$ cat src/hw/rtl/vector_glyph_stroke_transform_unit_defines.svh
`ifndef VECTOR_GLYPH_STROKE_TRANSFORM_UNIT_DEFINES_SVH
`define VECTOR_GLYPH_STROKE_TRANSFORM_UNIT_DEFINES_SVH

// Checks that the consequent holds in the same cycle as the trigger.
`define VGST_ASSERT(label, clk, rst, trig, cons, msg) \
   label: assert property (@(posedge clk) disable iff (rst) (trig) |-> (cons)) \
      else $error(msg);

// Checks that the consequent holds in the cycle after the trigger.
`define VGST_ASSERT_NEXT(label, clk, rst, trig, cons, msg) \
   label: assert property (@(posedge clk) disable iff (rst) (trig) |=> (cons)) \
      else $error(msg);

`endif

$ cat src/hw/rtl/vgst_pkg.sv
`timescale 1ns / 1ps

package vgst_pkg;

   localparam int CoordW   = 8;
   localparam int ScaleW   = 12;
   localparam int TrigW    = 16;
   localparam int OrgW     = 16;
   localparam int SegW     = 17;
   localparam int ProdW    = CoordW + TrigW;
   localparam int SumW     = ProdW + 1;
   localparam int ScProdW  = CoordW + ScaleW + 1;
   localparam int ScFracW  = 8;
   localparam int RotFracW = 14;
   localparam int RotQW    = SumW - RotFracW;

   localparam int CsrIdxW  = 3;
   localparam int CsrDataW = 16;

   localparam int QDepth   = 2;
   localparam int QIdxW    = (QDepth > 1) ? $clog2(QDepth) : 1;
   localparam int QCntW    = $clog2(QDepth + 1);

   localparam logic [CsrIdxW-1:0] CsrScale  = 3'd0;
   localparam logic [CsrIdxW-1:0] CsrCos    = 3'd1;
   localparam logic [CsrIdxW-1:0] CsrSin    = 3'd2;
   localparam logic [CsrIdxW-1:0] CsrOrigX  = 3'd3;
   localparam logic [CsrIdxW-1:0] CsrOrigY  = 3'd4;

   localparam logic [ScaleW-1:0]       ScaleReset = 12'd256;
   localparam logic signed [TrigW-1:0] CosReset   = 16'sd16384;
   localparam logic signed [TrigW-1:0] SinReset   = 16'sd0;

   typedef logic signed [CoordW-1:0] coord_type;
   typedef logic signed [SegW-1:0]   seg_coord_type;

   // Scaled start and end point of one segment, before rotation.
   typedef struct packed {
      coord_type x0;
      coord_type y0;
      coord_type x1;
      coord_type y1;
   } seg_pts_type;

   typedef struct packed {
      logic signed [TrigW-1:0] rot_cos;
      logic signed [TrigW-1:0] rot_sin;
      logic signed [OrgW-1:0]  org_x;
      logic signed [OrgW-1:0]  org_y;
   } rot_cfg_type;

   // Q4.8 scale, truncated toward zero, saturated to the coordinate range.
   function automatic coord_type scale_coord(input coord_type v,
                                             input logic [ScaleW-1:0] s);
      logic signed [ScProdW-1:0] p;
      logic signed [ScProdW-1:0] adj;
      logic signed [ScProdW-ScFracW-1:0] q;
      coord_type r;
      p   = ScProdW'(v) * signed'(ScProdW'(s));
      adj = p[ScProdW-1] ? p + ScProdW'((1 << ScFracW) - 1) : p;
      q   = adj[ScProdW-1:ScFracW];
      if (q > (ScProdW-ScFracW)'(127)) begin
         r = 8'sd127;
      end else if (q < -(ScProdW-ScFracW)'(128)) begin
         r = -8'sd128;
      end else begin
         r = q[CoordW-1:0];
      end
      return r;
   endfunction

   // Combines two Q1.14 products, adds one half, truncates toward zero and adds the origin.
   function automatic seg_coord_type rot_round(input logic signed [ProdW-1:0] a,
                                               input logic signed [ProdW-1:0] b,
                                               input logic sub,
                                               input logic signed [OrgW-1:0] org);
      logic signed [SumW-1:0] be;
      logic signed [SumW-1:0] s;
      logic signed [SumW-1:0] adj;
      logic signed [RotQW-1:0] q;
      be  = SumW'(b);
      s   = SumW'(a) + (sub ? -be : be) + SumW'(1 << (RotFracW - 1));
      adj = s[SumW-1] ? s + SumW'((1 << RotFracW) - 1) : s;
      q   = adj[SumW-1:RotFracW];
      return SegW'(q) + SegW'(org);
   endfunction

endpackage

$ cat src/hw/rtl/vgst_req_if.sv
`timescale 1ns / 1ps

interface vgst_req_if;
   logic                 valid;
   logic                 ready;
   vgst_pkg::coord_type  vertex_x;
   vgst_pkg::coord_type  vertex_y;
   logic                 pen_lift;
   logic                 glyph_start;

   modport source (output valid, output vertex_x, output vertex_y,
                   output pen_lift, output glyph_start, input ready);
   modport sink   (input valid, input vertex_x, input vertex_y,
                   input pen_lift, input glyph_start, output ready);
endinterface

$ cat src/hw/rtl/vgst_rsp_if.sv
`timescale 1ns / 1ps

interface vgst_rsp_if;
   logic                    valid;
   logic                    ready;
   vgst_pkg::seg_coord_type seg_x0;
   vgst_pkg::seg_coord_type seg_y0;
   vgst_pkg::seg_coord_type seg_x1;
   vgst_pkg::seg_coord_type seg_y1;

   modport source (output valid, output seg_x0, output seg_y0,
                   output seg_x1, output seg_y1, input ready);
   modport sink   (input valid, input seg_x0, input seg_y0,
                   input seg_x1, input seg_y1, output ready);
endinterface

$ cat src/hw/rtl/vgst_front.sv
`timescale 1ns / 1ps

module vgst_front (
   input  logic                         clock,
   input  logic                         reset,
   vgst_req_if.sink                     req_ch,
   input  logic [vgst_pkg::ScaleW-1:0]  scale,
   output logic                         push_valid,
   input  logic                         push_ready,
   output vgst_pkg::seg_pts_type        push_data
);

   vgst_pkg::coord_type cur_x_ff, cur_x_in;
   vgst_pkg::coord_type cur_y_ff, cur_y_in;
   logic                pen_on_ff, pen_on_in;
   vgst_pkg::coord_type nx, ny;
   logic                accept;

   // A request is taken only while the queue has room, even if it yields no segment.
   assign req_ch.ready = push_ready;
   assign accept       = req_ch.valid && push_ready;

   assign nx = vgst_pkg::scale_coord(req_ch.vertex_x, scale);
   assign ny = vgst_pkg::scale_coord(req_ch.vertex_y, scale);

   assign push_data.x0 = cur_x_ff;
   assign push_data.y0 = cur_y_ff;
   assign push_data.x1 = nx;
   assign push_data.y1 = ny;

   always_comb begin
      cur_x_in    = cur_x_ff;
      cur_y_in    = cur_y_ff;
      pen_on_in   = pen_on_ff;
      push_valid  = 1'b0;
      if (accept) begin
         priority if (req_ch.glyph_start) begin
            cur_x_in    = nx;
            cur_y_in    = ny;
            pen_on_in   = 1'b1;
         end else if (req_ch.pen_lift) begin
            pen_on_in   = 1'b0;
         end else begin
            cur_x_in    = nx;
            cur_y_in    = ny;
            pen_on_in   = 1'b1;
            push_valid  = pen_on_ff;
         end
      end
   end

   always_ff @(posedge clock) begin
      if (reset) begin
         cur_x_ff    <= '0;
         cur_y_ff    <= '0;
         pen_on_ff   <= 1'b1;
      end else begin
         cur_x_ff    <= cur_x_in;
         cur_y_ff    <= cur_y_in;
         pen_on_ff   <= pen_on_in;
      end
   end

endmodule

$ cat src/hw/rtl/vgst_queue.sv
`timescale 1ns / 1ps

`include "vector_glyph_stroke_transform_unit_defines.svh"

module vgst_queue (
   input  logic                  clock,
   input  logic                  reset,
   input  logic                  push_valid,
   output logic                  push_ready,
   input  vgst_pkg::seg_pts_type push_data,
   output logic                  pop_valid,
   input  logic                  pop_ready,
   output vgst_pkg::seg_pts_type pop_data
);

   vgst_pkg::seg_pts_type             entries_ff [vgst_pkg::QDepth];
   logic [vgst_pkg::QIdxW-1:0]        wr_ptr_ff, wr_ptr_in;
   logic [vgst_pkg::QIdxW-1:0]        rd_ptr_ff, rd_ptr_in;
   logic [vgst_pkg::QCntW-1:0]        count_ff, count_in;
   logic                              do_push, do_pop;

   assign push_ready = (count_ff != vgst_pkg::QCntW'(vgst_pkg::QDepth));
   assign pop_valid  = (count_ff != '0);
   assign pop_data   = entries_ff[rd_ptr_ff];
   assign do_push    = push_valid && push_ready;
   assign do_pop     = pop_valid && pop_ready;

   always_comb begin
      wr_ptr_in = wr_ptr_ff;
      rd_ptr_in = rd_ptr_ff;
      count_in  = count_ff;
      if (do_push) begin
         wr_ptr_in = (wr_ptr_ff == vgst_pkg::QIdxW'(vgst_pkg::QDepth - 1)) ? '0
                     : wr_ptr_ff + 1'b1;
      end
      if (do_pop) begin
         rd_ptr_in = (rd_ptr_ff == vgst_pkg::QIdxW'(vgst_pkg::QDepth - 1)) ? '0
                     : rd_ptr_ff + 1'b1;
      end
      if (do_push && !do_pop) begin
         count_in = count_ff + 1'b1;
      end else if (do_pop && !do_push) begin
         count_in = count_ff - 1'b1;
      end
   end

   always_ff @(posedge clock) begin
      if (reset) begin
         wr_ptr_ff <= '0;
         rd_ptr_ff <= '0;
         count_ff  <= '0;
      end else begin
         wr_ptr_ff <= wr_ptr_in;
         rd_ptr_ff <= rd_ptr_in;
         count_ff  <= count_in;
      end
   end

   always_ff @(posedge clock) begin
      if (do_push) begin
         entries_ff[wr_ptr_ff] <= push_data;
      end
   end

   `VGST_ASSERT(a_count_bound, clock, reset, 1'b1, count_ff <= vgst_pkg::QCntW'(vgst_pkg::QDepth), "queue count exceeds depth")
   `VGST_ASSERT_NEXT(a_count_up, clock, reset, do_push && !do_pop, count_ff == $past(count_ff) + 1'b1, "queue count did not grow on push")
   `VGST_ASSERT_NEXT(a_count_down, clock, reset, do_pop && !do_push, count_ff == $past(count_ff) - 1'b1, "queue count did not shrink on pop")

endmodule

$ cat src/hw/rtl/vgst_back.sv
`timescale 1ns / 1ps

`include "vector_glyph_stroke_transform_unit_defines.svh"

module vgst_back (
   input  logic                  clock,
   input  logic                  reset,
   input  vgst_pkg::rot_cfg_type cfg,
   input  logic                  head_valid,
   output logic                  head_pop,
   input  vgst_pkg::seg_pts_type head,
   vgst_rsp_if.source            rsp_ch
);

   typedef enum logic [2:0] {
      S_LOAD = 3'b001,
      S_MID  = 3'b010,
      S_OUT  = 3'b100
   } state_type;

   state_type state_ff, state_in;

   logic signed [vgst_pkg::ProdW-1:0] prod_xc_ff, prod_ys_ff, prod_xs_ff, prod_yc_ff;
   vgst_pkg::seg_coord_type           r0x_ff, r0x_in, r0y_ff, r0y_in;
   vgst_pkg::seg_coord_type           res_x, res_y;
   vgst_pkg::seg_coord_type           o_x0_ff, o_y0_ff, o_x1_ff, o_y1_ff;
   logic                              rsp_valid_ff, rsp_valid_in;
   logic                              out_load, prod_load, sel_end, out_free;
   vgst_pkg::coord_type               pt_x, pt_y;

   // The four multipliers serve the start point first and the end point in the cycle after.
   assign sel_end  = (state_ff == S_MID);
   assign pt_x     = sel_end ? head.x1 : head.x0;
   assign pt_y     = sel_end ? head.y1 : head.y0;
   assign out_free = !rsp_valid_ff || rsp_ch.ready;

   assign res_x = vgst_pkg::rot_round(prod_xc_ff, prod_ys_ff, 1'b1, cfg.org_x);
   assign res_y = vgst_pkg::rot_round(prod_xs_ff, prod_yc_ff, 1'b0, cfg.org_y);

   always_comb begin
      state_in     = state_ff;
      r0x_in       = r0x_ff;
      r0y_in       = r0y_ff;
      prod_load    = 1'b0;
      head_pop     = 1'b0;
      out_load     = 1'b0;
      rsp_valid_in = rsp_valid_ff && !rsp_ch.ready;
      unique case (state_ff)
         S_LOAD: begin
            if (head_valid) begin
               prod_load = 1'b1;
               state_in  = S_MID;
            end
         end
         S_MID: begin
            r0x_in    = res_x;
            r0y_in    = res_y;
            prod_load = 1'b1;
            head_pop  = 1'b1;
            state_in  = S_OUT;
         end
         S_OUT: begin
            if (out_free) begin
               out_load     = 1'b1;
               rsp_valid_in = 1'b1;
               if (head_valid) begin
                  prod_load = 1'b1;
                  state_in  = S_MID;
               end else begin
                  state_in  = S_LOAD;
               end
            end
         end
         default: begin
            state_in = S_LOAD;
         end
      endcase
   end

   always_ff @(posedge clock) begin
      if (reset) begin
         state_ff     <= S_LOAD;
         rsp_valid_ff <= 1'b0;
      end else begin
         state_ff     <= state_in;
         rsp_valid_ff <= rsp_valid_in;
      end
   end

   always_ff @(posedge clock) begin
      r0x_ff <= r0x_in;
      r0y_ff <= r0y_in;
      if (prod_load) begin
         prod_xc_ff <= vgst_pkg::ProdW'(pt_x) * vgst_pkg::ProdW'(cfg.rot_cos);
         prod_ys_ff <= vgst_pkg::ProdW'(pt_y) * vgst_pkg::ProdW'(cfg.rot_sin);
         prod_xs_ff <= vgst_pkg::ProdW'(pt_x) * vgst_pkg::ProdW'(cfg.rot_sin);
         prod_yc_ff <= vgst_pkg::ProdW'(pt_y) * vgst_pkg::ProdW'(cfg.rot_cos);
      end
      if (out_load) begin
         o_x0_ff <= r0x_ff;
         o_y0_ff <= r0y_ff;
         o_x1_ff <= res_x;
         o_y1_ff <= res_y;
      end
   end

   assign rsp_ch.valid  = rsp_valid_ff;
   assign rsp_ch.seg_x0 = o_x0_ff;
   assign rsp_ch.seg_y0 = o_y0_ff;
   assign rsp_ch.seg_x1 = o_x1_ff;
   assign rsp_ch.seg_y1 = o_y1_ff;

   `VGST_ASSERT(a_mid_has_head, clock, reset, state_ff == S_MID, head_valid, "end point stage without a queued segment")
   `VGST_ASSERT(a_rsp_from_out, clock, reset, $rose(rsp_valid_ff), $past(state_ff == S_OUT), "response raised outside the output step")
   `VGST_ASSERT(a_pop_only_mid, clock, reset, head_pop, state_ff == S_MID, "queue popped outside the end point step")

endmodule

$ cat src/hw/rtl/vector_glyph_stroke_transform_unit.sv
`timescale 1ns / 1ps

// Glyph stroke transform. Each request carries one glyph vertex; it is scaled
// by csr register 0 (Q4.8), rotated by registers 1 and 2 (Q1.14 cosine and
// sine) and moved by the origin in registers 3 and 4, and every vertex drawn
// with the pen down yields one line segment response. The front end takes one
// request per cycle while its two-entry segment queue has room; vertices that
// set a point or lift the pen need that room too but yield no segment. The
// back end shares four 8x16 multipliers between the start and end point of a
// segment, one point after the other, and starts on the next segment while it
// hands out the last. Write the registers only while no request is in flight.
module vector_glyph_stroke_transform_unit (
   input  logic                           clock,
   input  logic                           reset,
   vgst_req_if.sink                       req_ch,
   vgst_rsp_if.source                     rsp_ch,
   input  logic                           csr_we,
   input  logic [vgst_pkg::CsrIdxW-1:0]   csr_index,
   input  logic [vgst_pkg::CsrDataW-1:0]  csr_wdata
);

   logic [vgst_pkg::ScaleW-1:0]       scale_ff;
   logic signed [vgst_pkg::TrigW-1:0] cos_ff, sin_ff;
   logic signed [vgst_pkg::OrgW-1:0]  org_x_ff, org_y_ff;
   vgst_pkg::rot_cfg_type             rot_cfg;

   logic                  push_valid, push_ready;
   vgst_pkg::seg_pts_type push_data;
   logic                  pop_valid, pop_ready;
   vgst_pkg::seg_pts_type pop_data;

   always_ff @(posedge clock) begin
      if (reset) begin
         scale_ff <= vgst_pkg::ScaleReset;
         cos_ff   <= vgst_pkg::CosReset;
         sin_ff   <= vgst_pkg::SinReset;
         org_x_ff <= '0;
         org_y_ff <= '0;
      end else if (csr_we) begin
         unique case (csr_index)
            vgst_pkg::CsrScale: scale_ff <= csr_wdata[vgst_pkg::ScaleW-1:0];
            vgst_pkg::CsrCos:   cos_ff   <= signed'(csr_wdata[vgst_pkg::TrigW-1:0]);
            vgst_pkg::CsrSin:   sin_ff   <= signed'(csr_wdata[vgst_pkg::TrigW-1:0]);
            vgst_pkg::CsrOrigX: org_x_ff <= signed'(csr_wdata[vgst_pkg::OrgW-1:0]);
            vgst_pkg::CsrOrigY: org_y_ff <= signed'(csr_wdata[vgst_pkg::OrgW-1:0]);
            default: begin
            end
         endcase
      end
   end

   assign rot_cfg.rot_cos = cos_ff;
   assign rot_cfg.rot_sin = sin_ff;
   assign rot_cfg.org_x   = org_x_ff;
   assign rot_cfg.org_y   = org_y_ff;

   vgst_front u_front (
      .clock      (clock),
      .reset      (reset),
      .req_ch     (req_ch),
      .scale      (scale_ff),
      .push_valid (push_valid),
      .push_ready (push_ready),
      .push_data  (push_data)
   );

   vgst_queue u_queue (
      .clock      (clock),
      .reset      (reset),
      .push_valid (push_valid),
      .push_ready (push_ready),
      .push_data  (push_data),
      .pop_valid  (pop_valid),
      .pop_ready  (pop_ready),
      .pop_data   (pop_data)
   );

   vgst_back u_back (
      .clock      (clock),
      .reset      (reset),
      .cfg        (rot_cfg),
      .head_valid (pop_valid),
      .head_pop   (pop_ready),
      .head       (pop_data),
      .rsp_ch     (rsp_ch)
   );

endmodule

$ cat src/flat_wrapper.sv
// flat-port wrapper written by rule: the top's interface ports become plain ports
module vector_glyph_stroke_transform_unit_flat 
  (clock, reset, csr_we, csr_index, csr_wdata, req_ch_valid, req_ch_vertex_x, req_ch_vertex_y, req_ch_pen_lift, req_ch_glyph_start, req_ch_ready, rsp_ch_valid, rsp_ch_seg_x0, rsp_ch_seg_y0, rsp_ch_seg_x1, rsp_ch_seg_y1, rsp_ch_ready);
  vgst_req_if req_ch_i ();
  vgst_rsp_if rsp_ch_i ();
  input  logic clock;
  input  logic reset;
  input  logic csr_we;
  input  logic [vgst_pkg::CsrIdxW-1:0] csr_index;
  input  logic [vgst_pkg::CsrDataW-1:0] csr_wdata;
  input wire logic [$bits(req_ch_i.valid)-1:0] req_ch_valid;
  input wire logic [$bits(req_ch_i.vertex_x)-1:0] req_ch_vertex_x;
  input wire logic [$bits(req_ch_i.vertex_y)-1:0] req_ch_vertex_y;
  input wire logic [$bits(req_ch_i.pen_lift)-1:0] req_ch_pen_lift;
  input wire logic [$bits(req_ch_i.glyph_start)-1:0] req_ch_glyph_start;
  output wire logic [$bits(req_ch_i.ready)-1:0] req_ch_ready;
  output wire logic [$bits(rsp_ch_i.valid)-1:0] rsp_ch_valid;
  output wire logic [$bits(rsp_ch_i.seg_x0)-1:0] rsp_ch_seg_x0;
  output wire logic [$bits(rsp_ch_i.seg_y0)-1:0] rsp_ch_seg_y0;
  output wire logic [$bits(rsp_ch_i.seg_x1)-1:0] rsp_ch_seg_x1;
  output wire logic [$bits(rsp_ch_i.seg_y1)-1:0] rsp_ch_seg_y1;
  input wire logic [$bits(rsp_ch_i.ready)-1:0] rsp_ch_ready;
  assign req_ch_i.valid = req_ch_valid;
  assign req_ch_i.vertex_x = req_ch_vertex_x;
  assign req_ch_i.vertex_y = req_ch_vertex_y;
  assign req_ch_i.pen_lift = req_ch_pen_lift;
  assign req_ch_i.glyph_start = req_ch_glyph_start;
  assign req_ch_ready = req_ch_i.ready;
  assign rsp_ch_valid = rsp_ch_i.valid;
  assign rsp_ch_seg_x0 = rsp_ch_i.seg_x0;
  assign rsp_ch_seg_y0 = rsp_ch_i.seg_y0;
  assign rsp_ch_seg_x1 = rsp_ch_i.seg_x1;
  assign rsp_ch_seg_y1 = rsp_ch_i.seg_y1;
  assign rsp_ch_i.ready = rsp_ch_ready;
  vector_glyph_stroke_transform_unit u_core (.clock(clock), .reset(reset), .req_ch(req_ch_i), .rsp_ch(rsp_ch_i), .csr_we(csr_we), .csr_index(csr_index), .csr_wdata(csr_wdata));
endmodule
$ cat config.mk
export PLATFORM = sky130hd
export DESIGN_NAME = vector_glyph_stroke_transform_unit_flat
export DESIGN_NICKNAME = d
export VERILOG_FILES = /design/src/hw/rtl/vgst_pkg.sv /design/src/hw/rtl/vgst_req_if.sv /design/src/hw/rtl/vgst_rsp_if.sv /design/src/hw/rtl/vgst_front.sv /design/src/hw/rtl/vgst_queue.sv /design/src/hw/rtl/vgst_back.sv /design/src/hw/rtl/vector_glyph_stroke_transform_unit.sv /design/src/flat_wrapper.sv
export VERILOG_INCLUDE_DIRS = /design/src /design/src/hw/rtl
export SDC_FILE = /design/constraint.sdc
export NUM_CORES = 2
export LEC_CHECK = 0
export ABC_AREA = 1
export BUFFER_PORTS_ARGS = -buffer_cell sky130_fd_sc_hd__buf_2
export CORE_MARGIN = 4
export CORE_UTILIZATION = 59
export CTS_CLUSTER_DIAMETER = 80
export CTS_CLUSTER_SIZE = 16
export DETAILED_ROUTE_END_ITERATION = 8
export PLACE_DENSITY = 0.84
export SLEW_MARGIN = 20
export SYNTH_ARGS = -nofsm -noshare
export SYNTH_HDL_FRONTEND = slang
export SYNTH_HIERARCHICAL = 1
export SYNTH_SLANG_ARGS = --single-unit
$ cat constraint.sdc
create_clock -name clock -period 6.9 [get_ports clock]
set_input_delay 0.69 -clock clock [delete_from_list [all_inputs] [get_ports clock]]
set_output_delay 0.69 -clock clock [all_outputs]
set_load 0.01 [all_outputs]
### After elaboration in Yosys (flattened, before gate mapping)

Memory sizes are Yosys's and may differ from the RTL's. A register that Yosys moved wholly into a read port is not among the register bits.
Cells that the tools add are included.

* register bits after elaboration: 299
* bits in latches: 0
* RAM bits: 64
* memory bits (read-only): 0
* bits of input ports: 42
* memories kept: 1

Memories
* u_core.u_queue.entries_ff: words 2, width 32, rd ports 1, clocked after Yosys merged registers in 1, write ports 1, RTL line vgst_queue.sv:16 `vgst_pkg::seg_pts_type entries_ff [vgst_pkg::QDepth];`

* $add $sub $neg: 15
* multipliers: 6
* divide/modulo/power cells: 0
* magnitude comparators: 4
* equality and inequality tests: 11
* shifts and indexed selects: 0
* mux-type cells: 39
* bitwise operators: 0
* reductions and logical operators: 21

Operators with widths (number)
* adder 25 x 15 -> 25 bit (second input constant): 4
* multiplier 8 x 16 -> 24 bit: 4
* 2-to-1 mux 8 bit: 10
* 2-to-1 mux 25 bit: 2
* adder 21 x 9 -> 21 bit (second input constant): 2
* multiplier 8 x 13 -> 21 bit: 2
* 2-to-1 mux 21 bit: 2
* adder 11 x 16 -> 17 bit: 2
* > comparator 13 x 8 -> 1 bit (second input constant): 2
* < comparator 13 x 8 -> 1 bit (second input constant): 2
* adder 24 x 24 -> 25 bit: 1
* adder 24 x 25 -> 25 bit: 1
* negation 24 -> 25 bit: 1
* 2-to-1 mux 1 bit: 18
* AND reduction 2 bit: 7
* equality test 3 x 2 -> 1 bit (second input constant): 3
* one-hot mux 3 bit (3 select lines): 1
* equality test 3 x 1 -> 1 bit (second input constant): 2
* equality test 3 bit (second input constant): 2
* logical AND 1 bit: 6
* 2-to-1 mux 2 bit: 3
* 2-to-1 mux 3 bit: 2
* zero test 1 bit: 4
* inequality test 2 x 1 -> 1 bit (second input constant): 2
* 8 further kinds: 11

### Logic depth before layout (Yosys ltp)

* depth in word-level cells: 8
* gate-level depth with buffers: 35

### Modules after synthesis

The synthesis kept the hierarchy.

By module, submodules not included
* vgst_back: instances 1, cells each 3401, area an instance 29323.1 um^2, sequential area each 6025.8 um^2
* vgst_front: instances 1, cells each 1488, area an instance 9241.4 um^2, sequential area each 340.3 um^2
* vector_glyph_stroke_transform_unit: instances 1, cells each 443, area an instance 3091.7 um^2, sequential area each 1521.5 um^2
* vgst_queue: instances 1, cells each 137, area an instance 2705.1 um^2, sequential area each 2021.9 um^2

### Worst setup path before layout

Ideal clock, no wire load.

* path type: input to register
* start: input port rsp_ch_ready
* end: register u_core/u_back/prod_xc_ff[0] in the netlist's numbering (enable)
* arrival: 6.213 ns
* required time: 6.442 ns
* slack: 0.229 ns
* stages: 4
* path buffers: 0
* cell sequence: nor2_1 > nor2_1 > o21ai_0 > nand2_1

* longest elaborated chain between the ends: 3

RTL lines
* start: declaration: RTL line flat_wrapper.sv:22 `input wire logic [$bits(rsp_ch_i.ready)-1:0] rsp_ch_ready;`
* logical OR 1 bit: RTL line vgst_back.sv:35 `assign out_free = !rsp_valid_ff || rsp_ch.ready;`
* 2-to-1 mux 1 bit: RTL line vgst_back.sv:63 `if (out_free) begin`
* one-hot mux 1 bit (3 select lines): RTL line vgst_back.sv:48 `unique case (state_ff)`
* named net u_core.u_back.prod_load: RTL line vgst_back.sv:28 `logic out_load, prod_load, sel_end, out_free;`
* end signal: assignment: RTL line vgst_back.sv:94 `prod_xc_ff <= vgst_pkg::ProdW'(pt_x) * vgst_pkg::ProdW'(cfg.rot_cos);`
* end: declaration: RTL line vgst_back.sv:23 `logic signed [vgst_pkg::ProdW-1:0] prod_xc_ff, prod_ys_ff, prod_xs_ff, prod_yc_ff;`

The timed path passes the listed nets, and every way through them passes these cells.
A chain may end at the register's enable or synchronous reset.

==> results.toml <==
[run_status]
outcome = "completed"

[worst_setup_path]
cp_top_family = "adder cells"
crit_fanout = 12
crit_buf_inv = 5
cp-end-kind = "flop"
crit_type = "reg2reg"
arrival_ns = 6.86
cp.required_ns = 7.27
cpPeakStageDelay_ns = 0.55
path_depth = 20
ff2ff_path_depth = 20
cp-start-kind = "flop"
crit_path_top_delay_cell = "fa_1"
crit_chain = "buf_4, mux2_4, or2_2, o21a_1, inv_1, buf_4, nor2_1, ha_1, inv_1, fa_1, inv_1, fa_1, fa_1, ha_1, nand2_1, nor4_1, nand4_1, nand3_1, a31oi_1, xor2_1"

[layout]
layout.area.seq_mm2 = 0.009911
final_cells = 6522
synthToLayoutAreaGrowth_pct = 5.695
drive_gt1_share_pct = 7.242
nFillCells = 6149
multi_input_area_mm2 = 0.02929
nets = 6517

[job]
drv_cap = 0

[drt]
drt-total-wl_mm = 112.3
drcViolationCount = 0
via_per_inst = 5.445
routed.top_layer = "met5"
drt_iter0_markers = 2954
dr_wl_met2_mm = 53.02
vias = 35510
ant_nets = 0
first_pass_iters = 8
drt-met1-wl_mm = 43.95
routed-wl-met3_mm = 9.935
wl_per_cell_um = 17.22

[place]
dp_hpwl_mm = 89.30
dp_slack_ns = 0.6531
gp_congestion = 1.006
port_buffers = 111
placedCellCount = 6462

[sta]
slew_viol_final = 0
worst_pin_slew_ns = 1.033
whs_ns = 0.3237
rsz0062_at_grt = "false"
hold_viol = 0
final-setup-viol-count = 0
post-route-min-period_ns = 6.488
finClkSkew_ns = 0.01844
tns_ns = 0
min_period_over_period_pct = 94.03
slew_headroom_pct = 31.02
timing.final.ws_setup_ns = 0.4120
max_freq_ghz = 0.1541

[pwr]
power_frac_comb_pct = 49.0
pwr-share-seq_pct = 31.1
switching_share_pct = 42.97
clkPwrFrac_pct = 19.9
p_per_area_mw_per_mm2 = 184.8
p_int_mw = 4.943
ir_drop_uv = 174.3
p_leak_nw = 23.73
power_mw = 8.667
switching_power_mw = 3.724

[yosys]
synth_cells = 5469
yosysMostFrequentCell = "inv_1"
synth-edff-count = 262
yosysSeqAreaShare_pct = 22.34
yosysTopAreaCell = "fa_1"
synth.area.top_cells = "fa_1 (24%), edfxtp_1 (18%), ha_1 (12%), inv_1 (10%), nand2_1 (9.3%)"
async_flop_share_pct = 0
syn-num-nets = 6460
synth.distinct_cells = 59
netlist_area_mm2 = 0.04436
yosysTopAreaCellShare_pct = 24.28
yosys_warnings = 6
ys.flop_type = "edfxtp_1"
ys_seq_elements = 364
postSynthAreaPerCell_um2 = 8.111
synthTopCellsByCount = "inv_1 (1192), nand2_1 (1098), nor2_1 (724)"

[clock_tree]
clk_latency_ns = 0.63
ctsResizeCount = 0
cts_buffer_depth = 3
postCtsHoldBufs = 0
cts_tree = "yes"
cts_setup_buffers = 0
cts_buffers = 31
clk_pin_slew_ns = 0.07
clock_sinks = 364
h-tree-depth = 1
cts_root_buf = "clkbuf_16"

[floorplan]
dieArea_mm2 = 0.07964
coreArea_mm2 = 0.07445
fp-row-count = 100
chipWidth_um = 282.2
start_util_pct = 59.59
die_h_um = 282.2
pin_count = 112

[global_routing]
overflow = 0
grt_pass1_wl_mm = 182.0
grt_max_degree = 77
track_usage_pct = 28.64
grt_pass1_vias = 36450
antenna_found_initial = 2

[min_path]
holdPathStages = 3
hp-class = "in2reg"
-- flip-flops by register name (all words and copies together), names as in the netlist, 2 cells and up, named ones only --
name / flops
u_core/u_back/rsp_ch.seg_y1: 17
u_core/u_queue/count_ff: 2
u_core/cos_ff: 16
u_core/u_back/r0y_ff: 17
u_core/org_y_ff: 16
u_core/u_back/prod_yc_ff: 24
u_core/u_back/state_ff: 3
u_core/u_back/prod_ys_ff: 24
u_core/sin_ff: 16
u_core/u_front/cur_x_ff: 8
u_core/scale_ff: 12
u_core/org_x_ff: 16
u_core/u_front/cur_y_ff: 8
u_core/u_back/rsp_ch.seg_x0: 17
u_core/u_back/rsp_ch.seg_x1: 17
u_core/u_back/prod_xs_ff: 24
u_core/u_queue/entries_ff: 64
u_core/u_back/prod_xc_ff: 24
u_core/u_back/r0x_ff: 17
u_core/u_back/rsp_ch.seg_y0: 17
-- power groups by stage --
| stage | registers [mW] | logic, mW | clock network, mW |
|---|---|---|---|
| after floorplan | 2.71 | 3.18 | 0 |
| final | 2.69 | 4.25 | 1.73 |
| after CTS | 2.69 | 4.21 | 1.77 |
| after global placement | 2.74 | 4.07 | 0 |
| after global routing | 2.70 | 4.79 | 1.86 |
| after detailed placement | 2.74 | 4.18 | 0 |
-- worst paths after layout --
kind | startpoint | end | slack, ns
setup / recovery | flop | u_core/u_back/prod_xs_ff[23] | 0.41
hold / removal | csr_wdata[14] | u_core/cos_ff[14] | 0.32
setup reg to reg | flop | u_core/u_back/prod_xs_ff[23] | 0.41
hold reg to reg | u_core/u_back/r0x_ff[7] | u_core/u_back/rsp_ch.seg_x0[7] | 0.42
-- layer usage --
metal,global-route usage (%),vias to the layer above
met1,36.08,16900
met5,0,-
li1,-,16750
met2,48.73,1505
met3,5.464,356
met4,12.05,2
-- worst reg2reg max path: stages, from the launching register on --
cell     delay (ns)
dfxtp_2        0.50
buf_4          0.31
mux2_4         0.32
or2_2          0.29
o21a_1         0.18
inv_1          0.44
buf_4          0.26
nor2_1         0.08
ha_1           0.50
inv_1          0.11
fa_1           0.55
inv_1          0.05
fa_1           0.46
fa_1           0.49
ha_1           0.40
nand2_1        0.13
nor4_1         0.49
nand4_1        0.23
nand3_1        0.21
a31oi_1        0.11
xor2_1         0.15
-- area by class of cell --
class / count / area share, %
Antenna cell: 2 / 0.01067
Sequential cell: 364 / 21.14
Inverter: 1215 / 9.727
Timing Repair Buffer: 164 / 2.033
Clock inverter: 10 / 0.2562
Clock buffer: 48 / 1.791
Tap cell: 969 / 2.586
Multi-Input combinational cell: 3750 / 62.46
-- per-stage QoR --
step	cell area, µm²	utilization (%)
after floorplan	44360	-
final	46890	62.98
after CTS	46880	62.97
after detailed placement	45920	61.69
after global routing	46890	62.98
after global placement	45920	61.69
-- cells in the final DEF, fill, tap and decap left out, drive strengths merged, types with 98 or more instances in the layout --
| master | instances |
|---|---|
| inv | 1217 |
| nand2 | 1152 |
| nor2 | 755 |
| fa | 538 |
| ha | 411 |
| edfxtp | 262 |
| nand3 | 241 |
| a21oi | 193 |
| buf | 164 |
| dfxtp | 102 |
| o21ai | 98 |
-- cells by family (layout without fill, tap and decap cells) --
| logic type | Yosys count | in the layout | share of synthesized area [%] |
|---|---|---|---|
| compound gates | 354 | 354 | 4.597 |
| xor+xnor | 154 | 154 | 3.125 |
| fa+ha+maj | 949 | 949 | 35.87 |
| buf+inv | 1355 | 1437 | 11.80 |
| flops | 364 | 364 | 22.34 |
| mux | 34 | 34 | 1.111 |
| other cells | 0 | 2 | 0 |
| simple gates | 2259 | 2259 | 21.16 |
Note: power is estimated with default switching activity, not from simulation.
